<file path="src/mpsrb_pkg.sv">
// ----------------------------------------------------------------------------
// mpsrb_pkg
// Shared types and constants for the multi-port serial ring buffers.
// ----------------------------------------------------------------------------
package mpsrb_pkg;

   localparam int unsigned CMD_W   = 2;
   localparam int unsigned PORT_W  = 2;
   localparam int unsigned BYTE_W  = 8;
   localparam int unsigned COUNT_W = 6;

   typedef enum logic [CMD_W-1:0] {
      CMD_TX_WRITE = 2'd0,
      CMD_TX_READY = 2'd1,
      CMD_RX_STORE = 2'd2,
      CMD_RX_READ  = 2'd3
   } cmd_type;

   // Status that travels beside the ring read data to the response register.
   typedef struct packed {
      logic               tx_valid;   // tx ring read carries a dequeued byte
      logic               rx_valid;   // rx ring read carries a written byte
      logic               tx_request;
      logic               tx_empty;
      logic [COUNT_W-1:0] rx_count;
   } meta_type;

endpackage

</file>
<file path="src/mpsrb_ring_mem.sv">
// ----------------------------------------------------------------------------
// mpsrb_ring_mem
// Single-port byte store for the rings, registered read data.
// ----------------------------------------------------------------------------
module mpsrb_ring_mem #(
   parameter int unsigned DEPTH = 256
) (
   input  logic                                   clock,
   input  logic                                   wr_en,
   input  logic                                   rd_en,
   input  logic [$clog2(DEPTH)-1:0]               addr,
   input  logic [mpsrb_pkg::BYTE_W-1:0]           wr_data,
   output logic [mpsrb_pkg::BYTE_W-1:0]           rd_data
);
   import mpsrb_pkg::*;

   logic [BYTE_W-1:0] mem [DEPTH];
   logic [BYTE_W-1:0] rd_data_ff;

   always_ff @(posedge clock) begin
      if (wr_en) begin
         mem[addr] <= wr_data;
      end
      // hold the last read while no new read is issued
      if (rd_en) begin
         rd_data_ff <= mem[addr];
      end
   end

   assign rd_data = rd_data_ff;

endmodule

</file>
<file path="src/mpsrb_ctrl.sv">
// ----------------------------------------------------------------------------
// mpsrb_ctrl
// Per-port ring pointers and flags; decodes one command into ring accesses.
// ----------------------------------------------------------------------------
module mpsrb_ctrl #(
   parameter int unsigned PORT_COUNT = 4,
   parameter int unsigned TX_DEPTH   = 64,
   parameter int unsigned RX_DEPTH   = 64
) (
   input  logic                                         clock,
   input  logic                                         reset,
   input  logic                                         acc,
   input  logic [mpsrb_pkg::CMD_W-1:0]                  cmd,
   input  logic [mpsrb_pkg::PORT_W-1:0]                 port_index,
   output logic                                         tx_wr_en,
   output logic                                         tx_rd_en,
   output logic [$clog2(PORT_COUNT*TX_DEPTH)-1:0]       tx_addr,
   output logic                                         rx_wr_en,
   output logic                                         rx_rd_en,
   output logic [$clog2(PORT_COUNT*RX_DEPTH)-1:0]       rx_addr,
   output mpsrb_pkg::meta_type                          meta
);
   import mpsrb_pkg::*;

   localparam int unsigned PIDX_W = (PORT_COUNT > 1) ? $clog2(PORT_COUNT) : 1;
   localparam int unsigned TX_PW  = $clog2(TX_DEPTH);
   localparam int unsigned RX_PW  = $clog2(RX_DEPTH);
   localparam int unsigned RX_CW  = RX_PW + 1;
   localparam int unsigned TX_AW  = $clog2(PORT_COUNT*TX_DEPTH);
   localparam int unsigned RX_AW  = $clog2(PORT_COUNT*RX_DEPTH);

   logic [TX_PW-1:0] tx_head_ff [PORT_COUNT];
   logic [TX_PW-1:0] tx_tail_ff [PORT_COUNT];
   logic [RX_PW-1:0] rx_head_ff [PORT_COUNT];
   logic [RX_PW-1:0] rx_tail_ff [PORT_COUNT];
   logic             flag_ff    [PORT_COUNT];
   logic             wrap_ff    [PORT_COUNT];   // rx head has passed the end once

   logic [TX_PW-1:0] tx_head_in, tx_tail_in, tx_ptr;
   logic [RX_PW-1:0] rx_head_in, rx_tail_in, rx_ptr;
   logic             flag_in, wrap_in;
   logic             tx_valid, rx_valid;
   logic [RX_CW-1:0] rx_diff;
   logic [PIDX_W-1:0] port_sel;
   logic             port_ok;

   function automatic logic [TX_PW-1:0] tx_next(input logic [TX_PW-1:0] p);
      return (p == TX_PW'(TX_DEPTH - 1)) ? '0 : p + 1'b1;
   endfunction

   function automatic logic [RX_PW-1:0] rx_next(input logic [RX_PW-1:0] p);
      return (p == RX_PW'(RX_DEPTH - 1)) ? '0 : p + 1'b1;
   endfunction

   assign port_sel = PIDX_W'(port_index);
   assign port_ok  = (32'(port_index) < PORT_COUNT);

   always_comb begin
      tx_head_in = '0;
      tx_tail_in = '0;
      rx_head_in = '0;
      rx_tail_in = '0;
      flag_in    = 1'b0;
      wrap_in    = 1'b0;
      tx_ptr     = '0;
      rx_ptr     = '0;
      tx_wr_en   = 1'b0;
      tx_rd_en   = 1'b0;
      rx_wr_en   = 1'b0;
      rx_rd_en   = 1'b0;
      tx_valid   = 1'b0;
      rx_valid   = 1'b0;
      if (port_ok) begin
         tx_head_in = tx_head_ff[port_sel];
         tx_tail_in = tx_tail_ff[port_sel];
         rx_head_in = rx_head_ff[port_sel];
         rx_tail_in = rx_tail_ff[port_sel];
         flag_in    = flag_ff[port_sel];
         wrap_in    = wrap_ff[port_sel];
         unique case (cmd_type'(cmd))
            CMD_TX_WRITE: begin
               // advance first, then store at the new head
               tx_head_in = tx_next(tx_head_in);
               tx_ptr     = tx_head_in;
               tx_wr_en   = acc;
               flag_in    = 1'b1;
            end
            CMD_TX_READY: begin
               if (tx_head_in != tx_tail_in) begin
                  tx_tail_in = tx_next(tx_tail_in);
                  tx_ptr     = tx_tail_in;
                  tx_rd_en   = acc;
                  tx_valid   = 1'b1;
               end
               if (tx_tail_in == tx_head_in) begin
                  flag_in = 1'b0;
               end
            end
            CMD_RX_STORE: begin
               rx_ptr   = rx_head_in;
               rx_wr_en = acc;
               if (rx_head_in == RX_PW'(RX_DEPTH - 1)) begin
                  wrap_in = 1'b1;
               end
               rx_head_in = rx_next(rx_head_in);
            end
            CMD_RX_READ: begin
               rx_ptr   = rx_tail_in;
               rx_rd_en = acc;
               // the tail entry is unwritten only when empty before first wrap
               rx_valid = wrap_in || (rx_head_in != rx_tail_in);
               if (rx_head_in != rx_tail_in) begin
                  rx_tail_in = rx_next(rx_tail_in);
               end
            end
            default: begin
            end
         endcase
      end
   end

   always_comb begin
      if (rx_head_in >= rx_tail_in) begin
         rx_diff = {1'b0, rx_head_in} - {1'b0, rx_tail_in};
      end else begin
         rx_diff = {1'b0, rx_head_in} + RX_CW'(RX_DEPTH) - {1'b0, rx_tail_in};
      end
   end

   assign tx_addr = TX_AW'(port_sel) * TX_AW'(TX_DEPTH) + TX_AW'(tx_ptr);
   assign rx_addr = RX_AW'(port_sel) * RX_AW'(RX_DEPTH) + RX_AW'(rx_ptr);

   always_comb begin
      meta = '0;
      if (port_ok) begin
         meta.tx_valid   = tx_valid;
         meta.rx_valid   = rx_valid;
         meta.tx_request = flag_in;
         meta.tx_empty   = (tx_head_in == tx_tail_in);
         meta.rx_count   = COUNT_W'(rx_diff);
      end
   end

   always_ff @(posedge clock) begin
      if (reset) begin
         for (int i = 0; i < PORT_COUNT; i++) begin
            tx_head_ff[i] <= '0;
            tx_tail_ff[i] <= '0;
            rx_head_ff[i] <= '0;
            rx_tail_ff[i] <= '0;
            flag_ff[i]    <= 1'b0;
            wrap_ff[i]    <= 1'b0;
         end
      end else if (acc && port_ok) begin
         tx_head_ff[port_sel] <= tx_head_in;
         tx_tail_ff[port_sel] <= tx_tail_in;
         rx_head_ff[port_sel] <= rx_head_in;
         rx_tail_ff[port_sel] <= rx_tail_in;
         flag_ff[port_sel]    <= flag_in;
         wrap_ff[port_sel]    <= wrap_in;
      end
   end

endmodule

</file>
<file path="src/multi_port_serial_ring_buffers.sv">
// ----------------------------------------------------------------------------
// multi_port_serial_ring_buffers
// Transmit and receive byte rings for several serial ports, one command a word.
// ----------------------------------------------------------------------------
// Response: the response word is registered and valid in the cycle after the request is accepted.
// Throughput: one request per cycle while the response side does not stall;
//    the ring stores have a single port and registered read data.
// Reset: pointers, transmit-request flags and the response valid clear
//    synchronously. Ring contents are not swept; a per-port wrap flag makes
//    receive entries never written since reset read as zero, so no clearing pass.
module multi_port_serial_ring_buffers #(
   parameter int unsigned PORT_COUNT = 4,
   parameter int unsigned TX_DEPTH   = 64,
   parameter int unsigned RX_DEPTH   = 64
) (
   input  logic                             clock,
   input  logic                             reset,
   input  logic                             req_valid,
   output logic                             req_ready,
   input  logic [mpsrb_pkg::CMD_W-1:0]      req_command,
   input  logic [mpsrb_pkg::PORT_W-1:0]     req_port_index,
   input  logic [mpsrb_pkg::BYTE_W-1:0]     req_data_in,
   output logic                             rsp_valid,
   input  logic                             rsp_ready,
   output logic [mpsrb_pkg::BYTE_W-1:0]     rsp_read_data,
   output logic [mpsrb_pkg::BYTE_W-1:0]     rsp_tx_byte,
   output logic                             rsp_tx_valid,
   output logic                             rsp_tx_request,
   output logic                             rsp_tx_empty,
   output logic [mpsrb_pkg::COUNT_W-1:0]    rsp_rx_count
);
   import mpsrb_pkg::*;

   localparam int unsigned TX_AW = $clog2(PORT_COUNT*TX_DEPTH);
   localparam int unsigned RX_AW = $clog2(PORT_COUNT*RX_DEPTH);

   logic              acc;
   logic              tx_wr_en, tx_rd_en, rx_wr_en, rx_rd_en;
   logic [TX_AW-1:0]  tx_addr;
   logic [RX_AW-1:0]  rx_addr;
   logic [BYTE_W-1:0] tx_q, rx_q;
   meta_type          meta;
   meta_type          meta_ff;
   logic              rsp_valid_ff;

   // Take a new word whenever the response register is empty or drains now.
   // The ring read registers only load on accept, so a stalled response holds.
   assign req_ready = !rsp_valid_ff || rsp_ready;
   assign acc       = req_valid && req_ready;

   // Pointer state and command decode: pointers update at accept, so the next
   // word sees them at once and no forwarding is needed.
   mpsrb_ctrl #(
      .PORT_COUNT (PORT_COUNT),
      .TX_DEPTH   (TX_DEPTH),
      .RX_DEPTH   (RX_DEPTH)
   ) u_ctrl (
      .clock      (clock),
      .reset      (reset),
      .acc        (acc),
      .cmd        (req_command),
      .port_index (req_port_index),
      .tx_wr_en   (tx_wr_en),
      .tx_rd_en   (tx_rd_en),
      .tx_addr    (tx_addr),
      .rx_wr_en   (rx_wr_en),
      .rx_rd_en   (rx_rd_en),
      .rx_addr    (rx_addr),
      .meta       (meta)
   );

   // Transmit rings of all ports, packed port after port.
   mpsrb_ring_mem #(
      .DEPTH (PORT_COUNT*TX_DEPTH)
   ) u_tx_mem (
      .clock   (clock),
      .wr_en   (tx_wr_en),
      .rd_en   (tx_rd_en),
      .addr    (tx_addr),
      .wr_data (req_data_in),
      .rd_data (tx_q)
   );

   // Receive rings of all ports, packed port after port.
   mpsrb_ring_mem #(
      .DEPTH (PORT_COUNT*RX_DEPTH)
   ) u_rx_mem (
      .clock   (clock),
      .wr_en   (rx_wr_en),
      .rd_en   (rx_rd_en),
      .addr    (rx_addr),
      .wr_data (req_data_in),
      .rd_data (rx_q)
   );

   // Response register: status beside the ring read data.
   always_ff @(posedge clock) begin
      if (reset) begin
         rsp_valid_ff <= 1'b0;
      end else if (acc) begin
         rsp_valid_ff <= 1'b1;
      end else if (rsp_ready) begin
         rsp_valid_ff <= 1'b0;
      end
      if (acc) begin
         meta_ff <= meta;
      end
   end

   assign rsp_valid      = rsp_valid_ff;
   // Drop ring data that the command did not produce.
   assign rsp_read_data  = meta_ff.rx_valid ? rx_q : '0;
   assign rsp_tx_byte    = meta_ff.tx_valid ? tx_q : '0;
   assign rsp_tx_valid   = meta_ff.tx_valid;
   assign rsp_tx_request = meta_ff.tx_request;
   assign rsp_tx_empty   = meta_ff.tx_empty;
   assign rsp_rx_count   = meta_ff.rx_count;

   // A dequeued transmit byte never comes with receive data.
   a_tx_rx_exclusive: assert property (@(posedge clock) disable iff (reset)
      rsp_valid && rsp_tx_valid |-> rsp_read_data == '0)
      else $error("transmit and receive data in one response");

   // A transmit ring holding bytes always has its request flag set.
   a_nonempty_requests: assert property (@(posedge clock) disable iff (reset)
      rsp_valid && !rsp_tx_empty |-> rsp_tx_request)
      else $error("non-empty transmit ring without request flag");

   // An empty response register never stalls the request side.
   a_ready_when_empty: assert property (@(posedge clock) disable iff (reset)
      !rsp_valid |-> req_ready)
      else $error("request stalled with empty response register");

   // Nothing is presented right after reset.
   a_reset_clears: assert property (@(posedge clock)
      $past(reset) |-> !rsp_valid)
      else $error("response valid after reset");

endmodule

</file>
<file path="config.mk">
export PLATFORM = sky130hd
export DESIGN_NAME = multi_port_serial_ring_buffers
export DESIGN_NICKNAME = d
export VERILOG_FILES = /design/src/mpsrb_pkg.sv /design/src/mpsrb_ring_mem.sv /design/src/mpsrb_ctrl.sv /design/src/multi_port_serial_ring_buffers.sv
export SDC_FILE = /design/constraint.sdc
export NUM_CORES = 2
export LEC_CHECK = 0
export CAP_MARGIN = 30
export CORE_AREA = 2 2 847 849
export CTS_BUF_LIST = sky130_fd_sc_hd__clkbuf_8
export DETAILED_ROUTE_END_ITERATION = 12
export DIE_AREA = 0 0 849 851
export DONT_BUFFER_PORTS = 1
export HOLD_SLACK_MARGIN = 0.03
export PLACE_DENSITY = 0.36
export SYNTH_ARGS = -nofsm -noshare
export SYNTH_HDL_FRONTEND = slang
export SYNTH_HIERARCHICAL = 1
export SYNTH_MEMORY_MAX_BITS = 65536
export SYNTH_SLANG_ARGS = --single-unit
</file>
<file path="constraint.sdc">
create_clock -name clock -period 9.8 [get_ports clock]
set_input_delay 0.49 -clock clock [delete_from_list [all_inputs] [get_ports clock]]
set_output_delay 0.49 -clock clock [all_outputs]
set_load 0.02 [all_outputs]
</file>
* Word-level counts from Yosys, hierarchy flattened
Memory sizes are Yosys's and may differ from the RTL's. A register that Yosys moved wholly into a read port is not among the register bits. Cells that the tools add are included.
Storage, ports and cells: bits in registers 11, latch bits 0, RAM bits 4200, ROM bits 0, input port bits 16, output and inout port bits 27, word-level logic and storage cells 103, memories kept 8
Operators by class: $add $sub $neg 9, multiply operators 0, divide/modulo/power cells 0, $lt $le $gt $ge 1, equality and inequality tests 11, shift operators 0, mux-type cells 56, bitwise gates (word level) 0, reduce and logical (&&, ||, !) cells 12
Memory list:
- u_rx_mem.mem | depth 256, width 8, read ports 1, clocked after memory_dff 1, wr ports 1, RTL line mpsrb_ring_mem.sv:17 | logic [BYTE_W-1:0] mem [DEPTH];
- u_tx_mem.mem | depth 256, width 8, read ports 1, clocked after memory_dff 1, wr ports 1, RTL line mpsrb_ring_mem.sv:17
- u_ctrl.rx_head_ff | depth 4, width 6, read ports 1, clocked after memory_dff 0, wr ports 4, RTL line mpsrb_ctrl.sv:34 | logic [RX_PW-1:0] rx_head_ff [PORT_COUNT];
- u_ctrl.rx_tail_ff | depth 4, width 6, read ports 1, clocked after memory_dff 0, wr ports 4, RTL line mpsrb_ctrl.sv:35 | logic [RX_PW-1:0] rx_tail_ff [PORT_COUNT];
- u_ctrl.tx_head_ff | depth 4, width 6, read ports 1, clocked after memory_dff 0, wr ports 4, RTL line mpsrb_ctrl.sv:32 | logic [TX_PW-1:0] tx_head_ff [PORT_COUNT];
- u_ctrl.tx_tail_ff | depth 4, width 6, read ports 1, clocked after memory_dff 0, wr ports 4, RTL line mpsrb_ctrl.sv:33 | logic [TX_PW-1:0] tx_tail_ff [PORT_COUNT];
- +2 memories
Operator list (count):
- $mux 6 | 17
- $add 6x1->6 const B | 5
- $mux 1 | 28
- $eq 6x6->1 const B | 4
- $pmux 6 s2 | 2
- $reduce_or 6->1 | 4
- $add 8x6->8 | 2
- $mux 8 | 2
- $eq 6x6->1 | 2
- $mux 2 | 6
- $ne 6x6->1 | 2
- $sub 6x6->6 | 2
- $ge 6x6->1 | 1
- $eq 2x2->1 const B | 2
- $eq 2x1->1 const B | 1
- $logic_not 2->1 | 1
- $logic_or 1x1->1 | 2
- $pmux 1 s2 | 1
- $reduce_bool 2->1 | 1
- $reduce_or 1->1 | 2
- $logic_and 1x1->1 | 1
- $logic_not 1->1 | 1

* Longest topological paths before layout
An unclocked memory read counts as a cell.
word-level depth 9, depth in mapped cells 20, gate-level depth less buffers 15

* By module
Netlist, hierarchy kept.
By module, submodules not included:
- mpsrb_ring_mem | instances 2, cells an instance 3547, area each 78572.9 um^2, sequential area each 61739.2 um^2
- mpsrb_ctrl | instances 1, cells an instance 513, area each 5983.2 um^2, sequential area each 3123.0 um^2
- multi_port_serial_ring_buffers | instances 1, cells an instance 37, area each 500.5 um^2, sequential area each 320.3 um^2

* Worst setup path before layout
Ideal clock, no wire load.
path type input port to flip-flop, start point input port req_port_index[0] (netlist name), end point memory u_tx_mem.mem[112][0] (enable), setup time 370 ps, data arrival time 4308 ps, data required time 9430 ps, path slack 5122 ps, cell stages on the path 16, path buffers 7, path through buf_6 > buf_6 > mux4_2 > xor2_1 > or4_4 > buf_6 > o211a_1 > o21ai_0 > o21ai_0 > clkbuf_1 > nor2_1 > clkbuf_1 > clkbuf_1 > nand3_1 > clkbuf_1 > nor2_1
Between the ends: word-level cells in the longest chain between the ends 6, elaborated cells between the ends (all ways) 12, those cells by class add/sub (3); eq/ne (3); mux (4); memory (2)
RTL lines:
- from (decl) | RTL line multi_port_serial_ring_buffers.sv:21 | input logic [mpsrb_pkg::PORT_W-1:0] req_port_index,
- $mem_v2 4x6
- $add 6x1->6 / $eq 6x6->1 (equally long branches) | RTL line mpsrb_ctrl.sv:48 | return (p == TX_PW'(TX_DEPTH - 1)) ? '0 : p + 1'b1;
- $mux 6 | RTL line mpsrb_ctrl.sv:48
- $mux 6 | RTL line mpsrb_ctrl.sv:89 | if (tx_head_in != tx_tail_in) begin
- $pmux 6 s2 * | RTL line mpsrb_ctrl.sv:80 | unique case (cmd_type'(cmd))
- $add 8x6->8 * | RTL line mpsrb_ctrl.sv:130 | assign tx_addr = TX_AW'(port_sel) * TX_AW'(TX_DEPTH) + TX_AW'(tx_ptr);
- via tx_addr[3] | RTL line multi_port_serial_ring_buffers.sv:39 | logic [TX_AW-1:0] tx_addr;
- to (decl) | RTL line mpsrb_ring_mem.sv:17
Mark *: on every way through the listed nets, which the timed path passes. The rest lies on a longest branch.

* Worst setup path in the final report
start point input port req_port_index[0] (netlist name), end point register u_tx_mem.rd_data_ff[5] (netlist: u_tx_mem/rd_data[5]) (read register of u_tx_mem.mem), data pin
Between the ends: word-level cells in the longest chain between the ends 6, elaborated cells between the ends (all ways) 14, those cells by class add/sub (3); eq/ne (3); mux (6); memory (2)
RTL lines:
- $mem_v2 4x6
- $add 6x1->6 / $eq 6x6->1 (equally long branches) | RTL line mpsrb_ctrl.sv:48
- $mux 6 | RTL line mpsrb_ctrl.sv:48
- $mux 6 | RTL line mpsrb_ctrl.sv:89
- $pmux 6 s2 * | RTL line mpsrb_ctrl.sv:80
- $add 8x6->8 * | RTL line mpsrb_ctrl.sv:130
- via tx_addr[0] | RTL line multi_port_serial_ring_buffers.sv:39
- to (decl) | RTL line mpsrb_ring_mem.sv:18 | logic [BYTE_W-1:0] rd_data_ff;
Marks and branches as above. A chain may end at the register's enable or synchronous reset.

==> metrics <==
number of different library cells in the post-synthesis netlist=64; Slew @ Worst Pin=about 1700 ps; Initial Util=0.229; met2 usage=0.225; Switching Fraction=0.246; number of vias after detailed routing=about 80000; Die Span X=~850 microns; met3 layer usage reported by global route=0.0213; most common flop cell mapped by yosys=edfxtp_1; buffers from clock root to sink, at most=4; share of synthesized area occupied by flip-flops and latches=0.776; fin nets=between 8000 and 9000; die area=722000 sq um; Max-slew headroom=-0.126; class of the tightest hold or removal check=primary input to register; count of TritonRoute iterations in the first routing pass=5; time the final worst path needs with I/O delays and setup=roughly 6200 ps; fmax=163 MHz; unrepaired setup endpoints after global routing=false; IO Pins=43; GR peak layer=met2; area taken by flip-flops and latches=between 100000 and 150000 sq um; final RePlAce weighted congestion=between 0.7 and 0.8; MaxCap Viol Count=0; clock latency of the later-clocked register in the worst-skew pair=about 1300 ps; max-slew violation count=100; Comb pwr share=0.079; power density of the placed cells=just under 200 nW/um^2; clock tree from TritonCTS=built; total core area=slightly above 700000 sq um; H-Tree Depth=6; placed wire-length estimate=roughly 270000 microns; worst clock skew=between 90 and 100 ps; share of layout cells above drive strength 1=0.265; cell chosen for the clock root=clkbuf_8; Placement Rows=roughly 310; run status=finished with violations; Psw=9.26 mW; Buffers on Ports=0; setup violation total in the final timing report=0; async set or reset register ratio after synthesis=0; Congestion Overflow GR=0; number of nets produced by synthesis=7670; clock-pin slew on the worst setup and hold paths=approximately 60 ps; CP endpoint kind=register; arrival time of data at the critical path endpoint=approximately 7000 ps; chip height=roughly 850 microns; met1 Use GR=0.174; total leakage power=around 56 nW; antenna viol nets, final=0; area growth from synthesis to final layout=16.0%; post-layout util=0.266; number of failing hold endpoints at the final stage=0; combined area of all synthesized cells=around 160000 sq um; Setup crit start kind=primary input; Worst VDD drop=between 0.15 and 0.2 mV; Filler cells=slightly above 70000; endpoint required time on the critical path=10810 ps; via count of the first global-routing pass=about 85000; EDFF count, synth=roughly 4200; number of instances in the synthesized netlist=7644; period utilization=0.628; failing checks=max-slew violations; Residual DRC=0; syn_area_per_cell=21.4 sq um; overall routed net length=approximately 500000 microns; post-CTS setup-driven buffer insertion count=0; global routing usage summed across all routing layers=0.131; Ys Warns=6; antenna violations before repair=17; global-route wire length before repair=about 680000 microns; largest net degree at the start of global routing=roughly 510; number of buffers inserted during clock tree synthesis=between 700 and 800; number of flip-flops and latches in the synthesized netlist=~4200; wire length per cell after detailed routing=between 20 and 30 microns; Iter 0 DRT Violations=6200; register share of total power=0.531; peak fanout along the critical path=73; multi-input gate area in the final layout=about 35000 sq um; type of the worst setup path=primary input to register; final sum of negative setup slack=0 ps; average vias per placed instance=between 4 and 5; internal power summed over all cells=around 28 mW; part of the total power dissipated in the clock network=0.390; CTS Sinks=roughly 4200
==> layer usage <==
metal,wire (microns),vias up
li1,-,33300
met1,213000,43900
met2,245000,1981
met3,21100,709
met4,11400,16
met5,106,-
==> cell type report <==
cell class              instances  share of cell area
multi-input cells            2895               0.183
flip-flops and latches       4227               0.668
well taps                    9546              0.0629
inverters                      18            0.000356
repair buffers                301              0.0174
clock buffers                 738              0.0535
diodes                          7           0.0000923
clock inverters               528              0.0144
==> sequential cells by signal, indices dropped and copies added (netlist names) <==
register / count
u_rx_mem/mem: 2048
rsp_tx_empty: 1
u_ctrl/rx_tail_ff: 24
u_ctrl/tx_tail_ff: 24
u_ctrl/wrap_ff: 4
meta_ff: 1
rsp_tx_valid: 1
u_tx_mem/mem: 2048
u_tx_mem/rd_data: 8
rsp_tx_request: 1
rsp_valid: 1
u_ctrl/rx_head_ff: 24
rsp_rx_count: 6
u_ctrl/tx_head_ff: 24
u_ctrl/flag_ff: 4
u_rx_mem/rd_data: 8
==> path summary, 6_finish.rpt <==
check | cells after the start | to | start | slack [ps]
setup / recovery | 17 | u_tx_mem/rd_data[5] | req_port_index[0] | 3650
hold / removal | 2 | u_tx_mem/mem[77][6] | req_data_in[6] | 200
setup reg to reg | 15 | u_tx_mem/rd_data[5] | u_ctrl/tx_tail_ff[0][0] | 3680
hold reg to reg | 3 | u_ctrl/wrap_ff[3] | u_ctrl/wrap_ff[3] | 910
==> metrics by stage <==
stage	instance area [sq um]	hold WS, ps	power [mW]	std cells	setup slack (ps)
final	190000	203	37.6	18300	3650
after global routing	190000	112	39.2	18300	3220
after CTS	190000	36.7	38.4	18200	3540
after detailed placement	176000	555	23.3	16900	3320
after global placement	176000	554	23.3	16900	2530
after floorplan	164000	552	22.1	7644	5120
==> what timing repair did <==
item / in CTS / in global routing
hold buffers: 36 / 0
resized for setup: 0 / 0
setup endpoints to repair: 0 / 0
endpoints found under the hold margin: 2045 / 0
==> cells in the final DEF (no fill, tap or decap), types with 26 or more instances in the layout <==
master	netlist	routed
inv_1	17	243
dlygate4sd3_1	0	26
mux4_2	1050	1050
clkinv_1	0	176
nor2_1	587	581
clkbuf_8	0	738
o41ai_2	0	26
and2_1	29	27
buf_16	0	32
clkinv_2	0	67
a22oi_1	514	514
nand2_1	77	66
a21oi_1	272	272
nor3_1	62	45
o41ai_1	64	38
edfxtp_1	4226	4226
buf_4	46	196
==> power groups by stage <==
stage	Clock [mW]	Sequential (mW)	Combinational, mW
after floorplan	0	20.3	1.72
after global routing	16.1	20.0	3.18
final	14.7	20.0	2.97
after global placement	0	20.4	2.93
after detailed placement	0	20.4	2.96
after CTS	15.3	20.0	3.07
==> cell usage after synthesis (13+ instances only) <==
master,number,area (sq um)
buf_4,46,345
buf_2,82,410
mux4_2,1050,23600
edfxtp_1,4226,127000
xnor2_1,14,123
xor2_1,23,201
o41ai_1,64,561
clkbuf_1,302,1130
a21oi_1,272,1360
a22oi_1,514,3860
nor3_1,62,310
buf_1,39,146
inv_1,17,63.8
nand4_1,19,119
nor2_1,587,2200
o21ai_0,13,65.1
nand2b_1,24,150
buf_6,35,394
and2_1,29,181
nor2b_1,24,150
nand3_1,40,200
nand2_1,77,289
==> cell families (layout without fill, tap and decap cells) <==
logic type / Yosys count / after routing / share of synthesized area
DFF: 4227 / 4227 / 0.776
muxes: 1062 / 1062 / 0.145
AOI/OAI and AO/OA: 898 / 898 / 0.0377
and+or+nand+nor: 886 / 886 / 0.0231
buffers and inverters: 522 / 1585 / 0.0153
xor gates and xnor gates: 39 / 39 / 0.00223
adders and majority gates: 10 / 10 / 0.000811
other: 0 / 7 / 0
==> worst max-delay path, cell delays in order <==
cell and delay, ps:
dlygate4sd3_1 730, buf_16 320, mux4_2 690, ha_1 340
nand2_1 160, o22a_1 180, nand2b_1 190, o211ai_1 240
o21ai_4 250, buf_12 530, buf_4 710, mux4_2 600
a22oi_1 280, a21oi_1 270, o41ai_1 590, buf_2 280
nand4_1 110
Note: power is estimated with default switching activity, not from simulation.
